[config.mk]
export PLATFORM = sky130hd
export DESIGN_NAME = stereo_channel_mixer_with_clip
export DESIGN_NICKNAME = d
export VERILOG_FILES = /design/src/hw/rtl/scmix_pkg.sv /design/src/hw/rtl/stereo_channel_mixer_with_clip.sv /design/src/hw/rtl/scmix_ctrl.sv /design/src/hw/rtl/scmix_dp.sv
export VERILOG_INCLUDE_DIRS = /design/src /design/src/hw/rtl
export SDC_FILE = /design/constraint.sdc
export NUM_CORES = 1
export LEC_CHECK = 0
export ABC_AREA = 1
export CAP_MARGIN = 20
export CORE_ASPECT_RATIO = 1.5
export CORE_UTILIZATION = 45
export CTS_BUF_LIST = sky130_fd_sc_hd__clkbuf_4
export DETAILED_ROUTE_END_ITERATION = 10
export DONT_BUFFER_PORTS = 1
export GPL_TIMING_DRIVEN = 0
export PLACE_DENSITY = 0.7
export SLEW_MARGIN = 20
export SYNTH_ARGS = -nofsm -noshare
export SYNTH_HDL_FRONTEND = slang
export SYNTH_SLANG_ARGS = --single-unit
[constraint.sdc]
create_clock -name i_clk -period 8.02 [get_ports i_clk]
set_input_delay 1.203 -clock i_clk [delete_from_list [all_inputs] [get_ports i_clk]]
set_output_delay 1.203 -clock i_clk [all_outputs]
set_load 0.01 [all_outputs]
[src/hw/rtl/stereo_channel_mixer_with_clip_macros.svh]
// Assertion macros used by the stereo mixer datapath RTL.
`ifndef STEREO_CHANNEL_MIXER_WITH_CLIP_MACROS_SVH
`define STEREO_CHANNEL_MIXER_WITH_CLIP_MACROS_SVH

// Same-cycle implication, checked outside reset.
`define SCMIX_ASSERT_IMP(lbl, clk, rst_n, ante, cons) \
    lbl: assert property (@(posedge clk) disable iff (!rst_n) (ante) |-> (cons)) \
        else $error("mixer check failed");

// Next-cycle implication, checked outside reset.
`define SCMIX_ASSERT_NXT(lbl, clk, rst_n, ante, cons) \
    lbl: assert property (@(posedge clk) disable iff (!rst_n) (ante) |=> (cons)) \
        else $error("mixer check failed");

`endif

[src/hw/rtl/scmix_pkg.sv]
// Types and constants shared by the stereo mixer controller and datapath.
`default_nettype none

package scmix_pkg;

    localparam int SampleW = 16;
    localparam int VolW    = 8;
    localparam int SumW    = 32;
    localparam int AccW    = 19;
    localparam int MulBW   = 10;
    localparam int ProdW   = SumW + MulBW;
    localparam int FracSh  = 7;

    localparam logic [MulBW-1:0] UnityWeight = MulBW'(128);

    localparam logic signed [SumW-1:0] ClipMax75  = SumW'(32768 * 75 / 100);
    localparam logic signed [SumW-1:0] ClipMax875 = SumW'(32768 * 875 / 1000);
    localparam logic signed [SumW-1:0] ClipMaxFull = SumW'(32767);
    localparam logic signed [SumW-1:0] ClipMinFull = -SumW'(32768);

    localparam logic [7:0] CLIP_FULL = 8'd1;
    localparam logic [7:0] CLIP_875  = 8'd2;
    localparam logic [7:0] CLIP_75   = 8'd3;

    typedef enum logic [1:0] {
        CFG_MASTER_VOLUME = 2'd0,
        CFG_BOOST_LEVEL   = 2'd1,
        CFG_CLIP_MODE     = 2'd2,
        CFG_MUTE          = 2'd3
    } t_cfg_idx;

    typedef enum logic [2:0] {
        OP_NONE = 3'd0,
        OP_VOL  = 3'd1,
        OP_GAIN = 3'd2,
        OP_PANR = 3'd3,
        OP_PANL = 3'd4,
        OP_FINL = 3'd5,
        OP_FINR = 3'd6,
        OP_EMIT = 3'd7
    } t_op;

    typedef struct packed {
        logic load;
        t_op  op;
    } t_cmd;

    typedef struct packed {
        logic out_free;
    } t_sts;

endpackage

`default_nettype wire

[src/hw/rtl/stereo_channel_mixer_with_clip.sv]
// Top level of the stereo channel mixer with clip limiter.
`default_nettype none

// Stereo channel mixer with clip limiter. Feed one word per channel: its
// signed sample, volume, gain, pan and an active flag; set last_channel on
// the final channel of a frame. Active channels are scaled by volume, then
// gain (128 is unity, each step a multiply and arithmetic shift right by 7)
// and added to the right sum weighted by pan and to the left sum weighted by
// 128 minus pan (pan above 128 gives a negative left weight). The word that
// carries last_channel closes the frame: both sums are multiplied by
// master_volume, shifted right by 7 minus boost_level, clamped as clip_mode
// selects (3: +-24576, 2: +-28672, 1: full 16-bit, else low 16 bits kept),
// zeroed if mute is set, and one stereo word leaves on the output channel.
// Sums wrap at 32 bits and clear after every frame. All arithmetic runs
// through a single shared multiplier, at most one product per cycle: an
// active channel runs the volume, gain, right pan and left pan products in
// turn, and unless it closes a frame the next word is taken during the left
// pan product; an inactive channel that does not close a frame needs no
// product and leaves the block idle. Closing a frame adds the left master
// product, the right master product and the output load, which waits while
// the output register still holds a word not yet taken; the next word is
// then taken only in the idle state that follows the output load. Write
// configuration only while the block is idle; writes take effect at the
// next clock edge.

module stereo_channel_mixer_with_clip (
    input  wire               i_clk,
    input  wire               i_rst_n,
    // input channel
    input  wire               i_in_valid,
    output logic              o_in_stall,
    input  wire signed [15:0] i_sample,
    input  wire [7:0]         i_channel_volume,
    input  wire [7:0]         i_channel_gain,
    input  wire [7:0]         i_pan_position,
    input  wire               i_active,
    input  wire               i_last_channel,
    // output channel
    output logic              o_out_valid,
    input  wire               i_out_stall,
    output logic signed [15:0] o_left_out,
    output logic signed [15:0] o_right_out,
    // configuration write port
    input  wire               i_cfg_we,
    input  wire [1:0]         i_cfg_index,
    input  wire [7:0]         i_cfg_data
);

    scmix_pkg::t_cmd w_cmd;
    scmix_pkg::t_sts w_sts;

    // Sequence the shared multiplier and the frame close.
    scmix_ctrl u_ctrl (
        .i_clk          (i_clk),
        .i_rst_n        (i_rst_n),
        .i_in_valid     (i_in_valid),
        .i_active       (i_active),
        .i_last_channel (i_last_channel),
        .o_in_stall     (o_in_stall),
        .i_sts          (w_sts),
        .o_cmd          (w_cmd)
    );

    // Hold the item, accumulate the sums, finish and register the output word.
    scmix_dp u_dp (
        .i_clk            (i_clk),
        .i_rst_n          (i_rst_n),
        .i_cmd            (w_cmd),
        .o_sts            (w_sts),
        .i_sample         (i_sample),
        .i_channel_volume (i_channel_volume),
        .i_channel_gain   (i_channel_gain),
        .i_pan_position   (i_pan_position),
        .i_cfg_we         (i_cfg_we),
        .i_cfg_index      (i_cfg_index),
        .i_cfg_data       (i_cfg_data),
        .i_out_stall      (i_out_stall),
        .o_out_valid      (o_out_valid),
        .o_left_out       (o_left_out),
        .o_right_out      (o_right_out)
    );

endmodule

`default_nettype wire

[src/hw/rtl/scmix_ctrl.sv]
// Sequencing state machine of the stereo mixer.
`default_nettype none

module scmix_ctrl (
    input  wire               i_clk,
    input  wire               i_rst_n,
    input  wire               i_in_valid,
    input  wire               i_active,
    input  wire               i_last_channel,
    output logic              o_in_stall,
    input  scmix_pkg::t_sts   i_sts,
    output scmix_pkg::t_cmd   o_cmd
);

    typedef enum logic [7:0] {
        S_IDLE = 8'b0000_0001,
        S_VOL  = 8'b0000_0010,
        S_GAIN = 8'b0000_0100,
        S_PANR = 8'b0000_1000,
        S_PANL = 8'b0001_0000,
        S_FINL = 8'b0010_0000,
        S_FINR = 8'b0100_0000,
        S_EMIT = 8'b1000_0000
    } t_state;

    t_state r_state, n_state, w_take;
    logic   r_last, n_last;
    logic   w_ready, w_accept;

    // Accept in idle, or overlap with the last step of a non-closing word.
    assign w_ready    = (r_state == S_IDLE) || ((r_state == S_PANL) && !r_last);
    assign o_in_stall = !w_ready;
    assign w_accept   = i_in_valid && w_ready;

    always_comb begin
        if (i_active) begin
            w_take = S_VOL;
        end else if (i_last_channel) begin
            w_take = S_FINL;
        end else begin
            w_take = S_IDLE;
        end
    end

    always_comb begin
        n_state = r_state;
        n_last  = w_accept ? i_last_channel : r_last;
        o_cmd.load = w_accept;
        o_cmd.op   = scmix_pkg::OP_NONE;
        unique case (r_state)
            S_IDLE: begin
                if (w_accept) begin
                    n_state = w_take;
                end
            end
            S_VOL: begin
                o_cmd.op = scmix_pkg::OP_VOL;
                n_state  = S_GAIN;
            end
            S_GAIN: begin
                o_cmd.op = scmix_pkg::OP_GAIN;
                n_state  = S_PANR;
            end
            S_PANR: begin
                o_cmd.op = scmix_pkg::OP_PANR;
                n_state  = S_PANL;
            end
            S_PANL: begin
                o_cmd.op = scmix_pkg::OP_PANL;
                if (r_last) begin
                    n_state = S_FINL;
                end else if (w_accept) begin
                    n_state = w_take;
                end else begin
                    n_state = S_IDLE;
                end
            end
            S_FINL: begin
                o_cmd.op = scmix_pkg::OP_FINL;
                n_state  = S_FINR;
            end
            S_FINR: begin
                o_cmd.op = scmix_pkg::OP_FINR;
                n_state  = S_EMIT;
            end
            S_EMIT: begin
                if (i_sts.out_free) begin
                    o_cmd.op = scmix_pkg::OP_EMIT;
                    n_state  = S_IDLE;
                end
            end
            default: begin
                n_state = S_IDLE;
            end
        endcase
    end

    always_ff @(posedge i_clk) begin
        if (!i_rst_n) begin
            r_state <= S_IDLE;
            r_last  <= 1'b0;
        end else begin
            r_state <= n_state;
            r_last  <= n_last;
        end
    end

endmodule

`default_nettype wire

[src/hw/rtl/scmix_dp.sv]
// Datapath of the stereo mixer: shared multiplier, sums, clip and output register.
`default_nettype none

`include "stereo_channel_mixer_with_clip_macros.svh"

module scmix_dp (
    input  wire                               i_clk,
    input  wire                               i_rst_n,
    input  scmix_pkg::t_cmd                   i_cmd,
    output scmix_pkg::t_sts                   o_sts,
    input  wire signed [scmix_pkg::SampleW-1:0] i_sample,
    input  wire [scmix_pkg::VolW-1:0]         i_channel_volume,
    input  wire [scmix_pkg::VolW-1:0]         i_channel_gain,
    input  wire [scmix_pkg::VolW-1:0]         i_pan_position,
    input  wire                               i_cfg_we,
    input  wire [1:0]                         i_cfg_index,
    input  wire [7:0]                         i_cfg_data,
    input  wire                               i_out_stall,
    output logic                              o_out_valid,
    output logic signed [scmix_pkg::SampleW-1:0] o_left_out,
    output logic signed [scmix_pkg::SampleW-1:0] o_right_out
);

    localparam int SW = scmix_pkg::SumW;
    localparam int BW = scmix_pkg::MulBW;
    localparam int OW = scmix_pkg::SampleW;

    // Final shift, clamp and mute of one scaled sum.
    function automatic logic [OW-1:0] finish_word(input logic [SW-1:0] prod,
                                                  input logic [2:0] boost,
                                                  input logic [7:0] mode,
                                                  input logic mute);
        logic signed [SW-1:0] v;
        logic [2:0]           sh;
        sh = 3'd7 - boost;
        v  = $signed(prod) >>> sh;
        unique case (mode)
            scmix_pkg::CLIP_75: begin
                if (v > scmix_pkg::ClipMax75) begin
                    v = scmix_pkg::ClipMax75;
                end else if (v < -scmix_pkg::ClipMax75) begin
                    v = -scmix_pkg::ClipMax75;
                end
            end
            scmix_pkg::CLIP_875: begin
                if (v > scmix_pkg::ClipMax875) begin
                    v = scmix_pkg::ClipMax875;
                end else if (v < -scmix_pkg::ClipMax875) begin
                    v = -scmix_pkg::ClipMax875;
                end
            end
            scmix_pkg::CLIP_FULL: begin
                if (v > scmix_pkg::ClipMaxFull) begin
                    v = scmix_pkg::ClipMaxFull;
                end else if (v < scmix_pkg::ClipMinFull) begin
                    v = scmix_pkg::ClipMinFull;
                end
            end
            default: begin
            end
        endcase
        if (mute) begin
            v = '0;
        end
        return v[OW-1:0];
    endfunction

    // Configuration registers.
    logic [7:0] r_master_volume;
    logic [2:0] r_boost_level;
    logic [7:0] r_clip_mode;
    logic       r_mute;

    // Item registers.
    logic signed [OW-1:0]           r_sample;
    logic [scmix_pkg::VolW-1:0]     r_vol, r_gain, r_pan;

    logic signed [scmix_pkg::AccW-1:0] r_s;
    logic [SW-1:0]                  r_left_sum, r_right_sum;
    logic [SW-1:0]                  r_prod;
    logic [OW-1:0]                  r_left_res;
    logic                           r_out_valid;
    logic [OW-1:0]                  r_left_out, r_right_out;

    logic signed [SW-1:0]              w_mul_a;
    logic signed [BW-1:0]              w_mul_b;
    logic signed [scmix_pkg::ProdW-1:0] w_prod;
    logic [SW-1:0]                     w_p32;
    logic signed [SW-1:0]              w_scaled;

    assign o_sts.out_free = !r_out_valid || !i_out_stall;
    assign o_out_valid    = r_out_valid;
    assign o_left_out     = r_left_out;
    assign o_right_out    = r_right_out;

    // Operand select for the one shared multiplier.
    always_comb begin
        w_mul_a = '0;
        w_mul_b = '0;
        unique case (i_cmd.op)
            scmix_pkg::OP_VOL: begin
                w_mul_a = SW'(r_sample);
                w_mul_b = {2'b00, r_vol};
            end
            scmix_pkg::OP_GAIN: begin
                w_mul_a = SW'(r_s);
                w_mul_b = {2'b00, r_gain};
            end
            scmix_pkg::OP_PANR: begin
                w_mul_a = SW'(r_s);
                w_mul_b = {2'b00, r_pan};
            end
            scmix_pkg::OP_PANL: begin
                w_mul_a = SW'(r_s);
                w_mul_b = scmix_pkg::UnityWeight - {2'b00, r_pan};
            end
            scmix_pkg::OP_FINL: begin
                w_mul_a = r_left_sum;
                w_mul_b = {2'b00, r_master_volume};
            end
            scmix_pkg::OP_FINR: begin
                w_mul_a = r_right_sum;
                w_mul_b = {2'b00, r_master_volume};
            end
            scmix_pkg::OP_NONE, scmix_pkg::OP_EMIT: begin
            end
            default: begin
            end
        endcase
    end

    assign w_prod   = w_mul_a * w_mul_b;
    assign w_p32    = w_prod[SW-1:0];
    assign w_scaled = $signed(w_p32) >>> scmix_pkg::FracSh;

    always_ff @(posedge i_clk) begin
        if (!i_rst_n) begin
            r_master_volume <= '0;
            r_boost_level   <= '0;
            r_clip_mode     <= '0;
            r_mute          <= 1'b0;
        end else if (i_cfg_we) begin
            unique case (scmix_pkg::t_cfg_idx'(i_cfg_index))
                scmix_pkg::CFG_MASTER_VOLUME: r_master_volume <= i_cfg_data;
                scmix_pkg::CFG_BOOST_LEVEL:   r_boost_level   <= i_cfg_data[2:0];
                scmix_pkg::CFG_CLIP_MODE:     r_clip_mode     <= i_cfg_data;
                scmix_pkg::CFG_MUTE:          r_mute          <= i_cfg_data[0];
                default: begin
                end
            endcase
        end
    end

    always_ff @(posedge i_clk) begin
        if (i_cmd.load) begin
            r_sample <= i_sample;
            r_vol    <= i_channel_volume;
            r_gain   <= i_channel_gain;
            r_pan    <= i_pan_position;
        end
        if (i_cmd.op == scmix_pkg::OP_VOL || i_cmd.op == scmix_pkg::OP_GAIN) begin
            r_s <= w_scaled[scmix_pkg::AccW-1:0];
        end
        if (i_cmd.op == scmix_pkg::OP_FINL || i_cmd.op == scmix_pkg::OP_FINR) begin
            r_prod <= w_p32;
        end
        if (i_cmd.op == scmix_pkg::OP_FINR) begin
            r_left_res <= finish_word(r_prod, r_boost_level, r_clip_mode, r_mute);
        end
        if (i_cmd.op == scmix_pkg::OP_EMIT) begin
            r_left_out  <= r_left_res;
            r_right_out <= finish_word(r_prod, r_boost_level, r_clip_mode, r_mute);
        end
    end

    always_ff @(posedge i_clk) begin
        if (!i_rst_n) begin
            r_left_sum  <= '0;
            r_right_sum <= '0;
            r_out_valid <= 1'b0;
        end else begin
            if (i_cmd.op == scmix_pkg::OP_PANR) begin
                r_right_sum <= r_right_sum + w_scaled;
            end
            if (i_cmd.op == scmix_pkg::OP_PANL) begin
                r_left_sum <= r_left_sum + w_scaled;
            end
            if (i_cmd.op == scmix_pkg::OP_EMIT) begin
                r_left_sum  <= '0;
                r_right_sum <= '0;
                r_out_valid <= 1'b1;
            end else if (!i_out_stall) begin
                r_out_valid <= 1'b0;
            end
        end
    end

    `SCMIX_ASSERT_IMP(a_emit_free, i_clk, i_rst_n, i_cmd.op == scmix_pkg::OP_EMIT, o_sts.out_free)
    `SCMIX_ASSERT_NXT(a_emit_clears, i_clk, i_rst_n, i_cmd.op == scmix_pkg::OP_EMIT, r_left_sum == '0 && r_right_sum == '0)
    `SCMIX_ASSERT_IMP(a_valid_src, i_clk, i_rst_n, $rose(r_out_valid), $past(i_cmd.op) == scmix_pkg::OP_EMIT)

endmodule

`default_nettype wire

==> summary.txt <==
Clocking
  – Clk_lat worst skew: 0.78 ns
  – CTS Sinks: roughly 230
  – CTS buffer count: 59
  – Bufs on Longest Clock Path: 3
  – Hold Buf Count CTS: 0
  – H-tree levels: 2
  – CTS tree: yes
  – Root buf cell: clkbuf_4
  – Worst-path clk slew: 0.07 ns

Floorplan
  – I/O Pins: 91
  – Starting Density: 0.456
  – Die Wd: about 180 um
  – Core footprint: just under 50000 um2
  – Die Span Y: between 200 and 300 um
  – Site Rows: 99
  – Die area: 50200 um2

Run
  – Max Cap Viol: 0

STA
  – Fin worst setup slack: -0.304 ns
  – Pins Over Slew Limit: 0
  – FMAX: 120 MHz
  – Fin crit period: 8.32 ns
  – Slew @ Worst Pin: about 0.83 ns
  – Fin crit share: 1.04
  – Final hold viol count: 0
  – Rel. slew slack: 0.439
  – Setup Viol. Count Final: 14
  – Worst clock skew: ~0.052 ns
  – Sum Neg Setup Slack: -2.33 ns
  – RSZ-0062 raised after global routing: yes
  – WHS: 0.420 ns

Detailed routing
  – Post-route ant nets: 0
  – WL final: 75100 um
  – Vias per std cell: about 5.5
  – DRC Markers: 0
  – Wire length per cell: 19.6 um
  – Initial DRC count: around 1500
  – Vias: 21186
  – DR pass1 iterations: 6

GRT
  – GRT Total Usage: 0.287
  – Grt ovf: 0
  – Global-route wire length before repair: 111000 um
  – Vias in the first global route: between 20000 and 25000
  – Initial antenna violation count: 4
  – Largest net degree at the start of global routing: 34

Layout
  – Final nets: between 3000 and 4000
  – Most common cell after layout, fill and taps aside: nand2_1
  – Utilization after layout: 0.587
  – P&R area growth vs syn: 28.8%
  – Multi-input logic area: ~16000 um2
  – Area occupied by registers: between 6000 and 7000 um2
  – Layout fillers: 3984
  – Most frequent cells in the layout: nand2_1, inv_1, nor2_1, buf_4, fa_1
  – Post-Layout Inst Area: around 29000 um2
  – Share of post-route cells with drive strength above 1: 0.250

Worst setup path
  – Element type at the critical path end: flop
  – Element type at the critical path start: flop
  – R2r setup slk: -0.30 ns
  – CP Class: flop to flop
  – CP max-delay cell: fa_1
  – CP Max Fanout: 5
  – Arrival time worst endpoint: 9.04 ns
  – Req. time, crit path: 8.74 ns
  – Slowest stage delay, CP: between 0.5 and 0.6 ns

Pwr
  – LEAKAGE: roughly 0.014 uW
  – Cell Pwr Density: 93.2 nW/um2
  – Peak supply drop: around 0.00008 V
  – Final Power: 2660 uW

Logic synthesis
  – Prevailing post-synth register cell: edfxtp_1
  – Synthesized Nets: 3223
  – Mapped Area: 22200 um2
  – Seq/Total Area, Yosys: 0.273
  – Post-synthesis instance total: approximately 2800
  – Async SR Flop Fraction: 0
  – Largest area contributor in the netlist: edfxtp_1
  – FF+latch count, synth: 233
  – EDFF count, synth: 139
  – Synth top area share: 0.188
  – Largest cells by area after synthesis: edfxtp_1, fa_1, nand2_1
  – Warnings from Yosys: 0
  – Yosys cell types: 62
  – Mean Syn Cell Area: approximately 7.8 um2

Placed design
  – Final GP Congestion: 0.969
  – Area post-placement: 23000 um2
  – IO Port Bufs: 0
  – DP Wirelength: between 50000 and 60000 um

Worst hold path
  – Worst min path class: flop to flop

Run status
  – Outcome: finished with violations
  – Failing checks: setup timing
==> final cells by class <==
cell class,count,share of cell area
multi-input cells,1962,0.560
inverters,556,0.0748
flip-flops and latches,233,0.212
well taps,656,0.0287
repair buffers,234,0.0709
clock buffers,99,0.0260
diodes,4,0.000350
clock inverters,13,0.00219
plain buffers,77,0.0252
==> synth_stat cells (4+ instances only) <==
cell type  count
a31o_2         4
fa_1         201
nand2_1      616
a22o_1         4
nor3_1        25
a31oi_1       14
buf_2          9
nand3_2        5
clkbuf_1      48
edfxtp_1     139
o21ai_0      150
nand2_4        6
buf_1         12
o221ai_1       8
xor2_1        35
o211ai_1      21
or2_1          5
mux2i_1        7
o21ai_1       41
nand2_2        6
inv_1        539
a21boi_1       4
a21o_1         8
nor2_2         4
a21oi_1      148
xnor2_1       31
buf_4          4
or2_2         10
ha_1         138
inv_2         13
o21a_1        17
nand3_1      120
buf_6          6
nand4_1       34
dfxtp_1       94
nor2_1       232
nor4_1        23
==> cell families after synthesis <==
group,Yosys count,synth area share
and+or+nand+nor,1103,0.215
muxes,7,0.00316
xor gates and xnor gates,66,0.0261
AOI/OAI and AO/OA,444,0.113
adders and majority gates,339,0.259
DFF,233,0.273
buffers and inverters,635,0.111
==> registers in the layout, summed over array words and instances (netlist names) <==
register              count
u_dp.r_left_sum          32
u_dp.r_prod              32
u_dp.r_right_sum         32
u_dp.r_s                 19
u_dp.o_left_out          16
u_dp.o_right_out         16
u_dp.r_left_res          16
u_dp.r_sample            16
u_ctrl.r_state            8
u_dp.r_clip_mode          8
u_dp.r_gain               8
u_dp.r_master_volume      8
u_dp.r_pan                8
u_dp.r_vol                8
u_dp.r_boost_level        3
u_ctrl.r_last             1
u_dp.o_out_valid          1
u_dp.r_mute               1
==> critical path: cells and delay by family, from the launching register on <==
kind	cells	cell delay [ns]
DFF	1	0.33
adders and majority gates	7	3.16
AOI/OAI and AO/OA	9	1.35
and+or+nand+nor	18	2.08
buffers and inverters	12	1.32
==> final timing paths <==
kind                      start             endpoint  depth (start not counted)
max reg2reg   u_ctrl.r_state[7]  u_dp.r_left_sum[30]                         46
min reg2reg  u_dp.r_left_res[9]   u_dp.o_left_out[9]                          0
max           u_ctrl.r_state[7]  u_dp.r_left_sum[30]                         46
min          u_dp.r_left_res[9]   u_dp.o_left_out[9]                          0
==> timing repair <==
action | in CTS | in global routing
buffers inserted | 137 | 96
cloned | 5 | 2
endpoints found under the setup margin | 80 | 40
pin swaps | 126 | 127
gates resized for setup | 357 | 270
==> metal layers <==
layer,vias to the layer above,share of wire,global-route usage
li1,9675,-,-
met1,10204,0.36,0.321
met2,966,0.50,0.495
met3,341,0.063,0.0381
met4,0,0.084,0.219
met5,-,0,0
==> power by group <==
part           total, uW  internal [uW]  switching [uW]
registers           1330           1310            20.3
logic                260           85.4             175
clock network       1080            557             519
total               2660           1950             714
==> metrics by stage <==
stage	instances	setup WS [ns]
after detailed placement	3484	-2.56
after global routing	3834	-0.598
after floorplan	2827	0.00233
final	3834	-0.304
after CTS	3735	-0.109
after global placement	3483	-2.46
No activity file was read; power rests on OpenSTA's default activity.
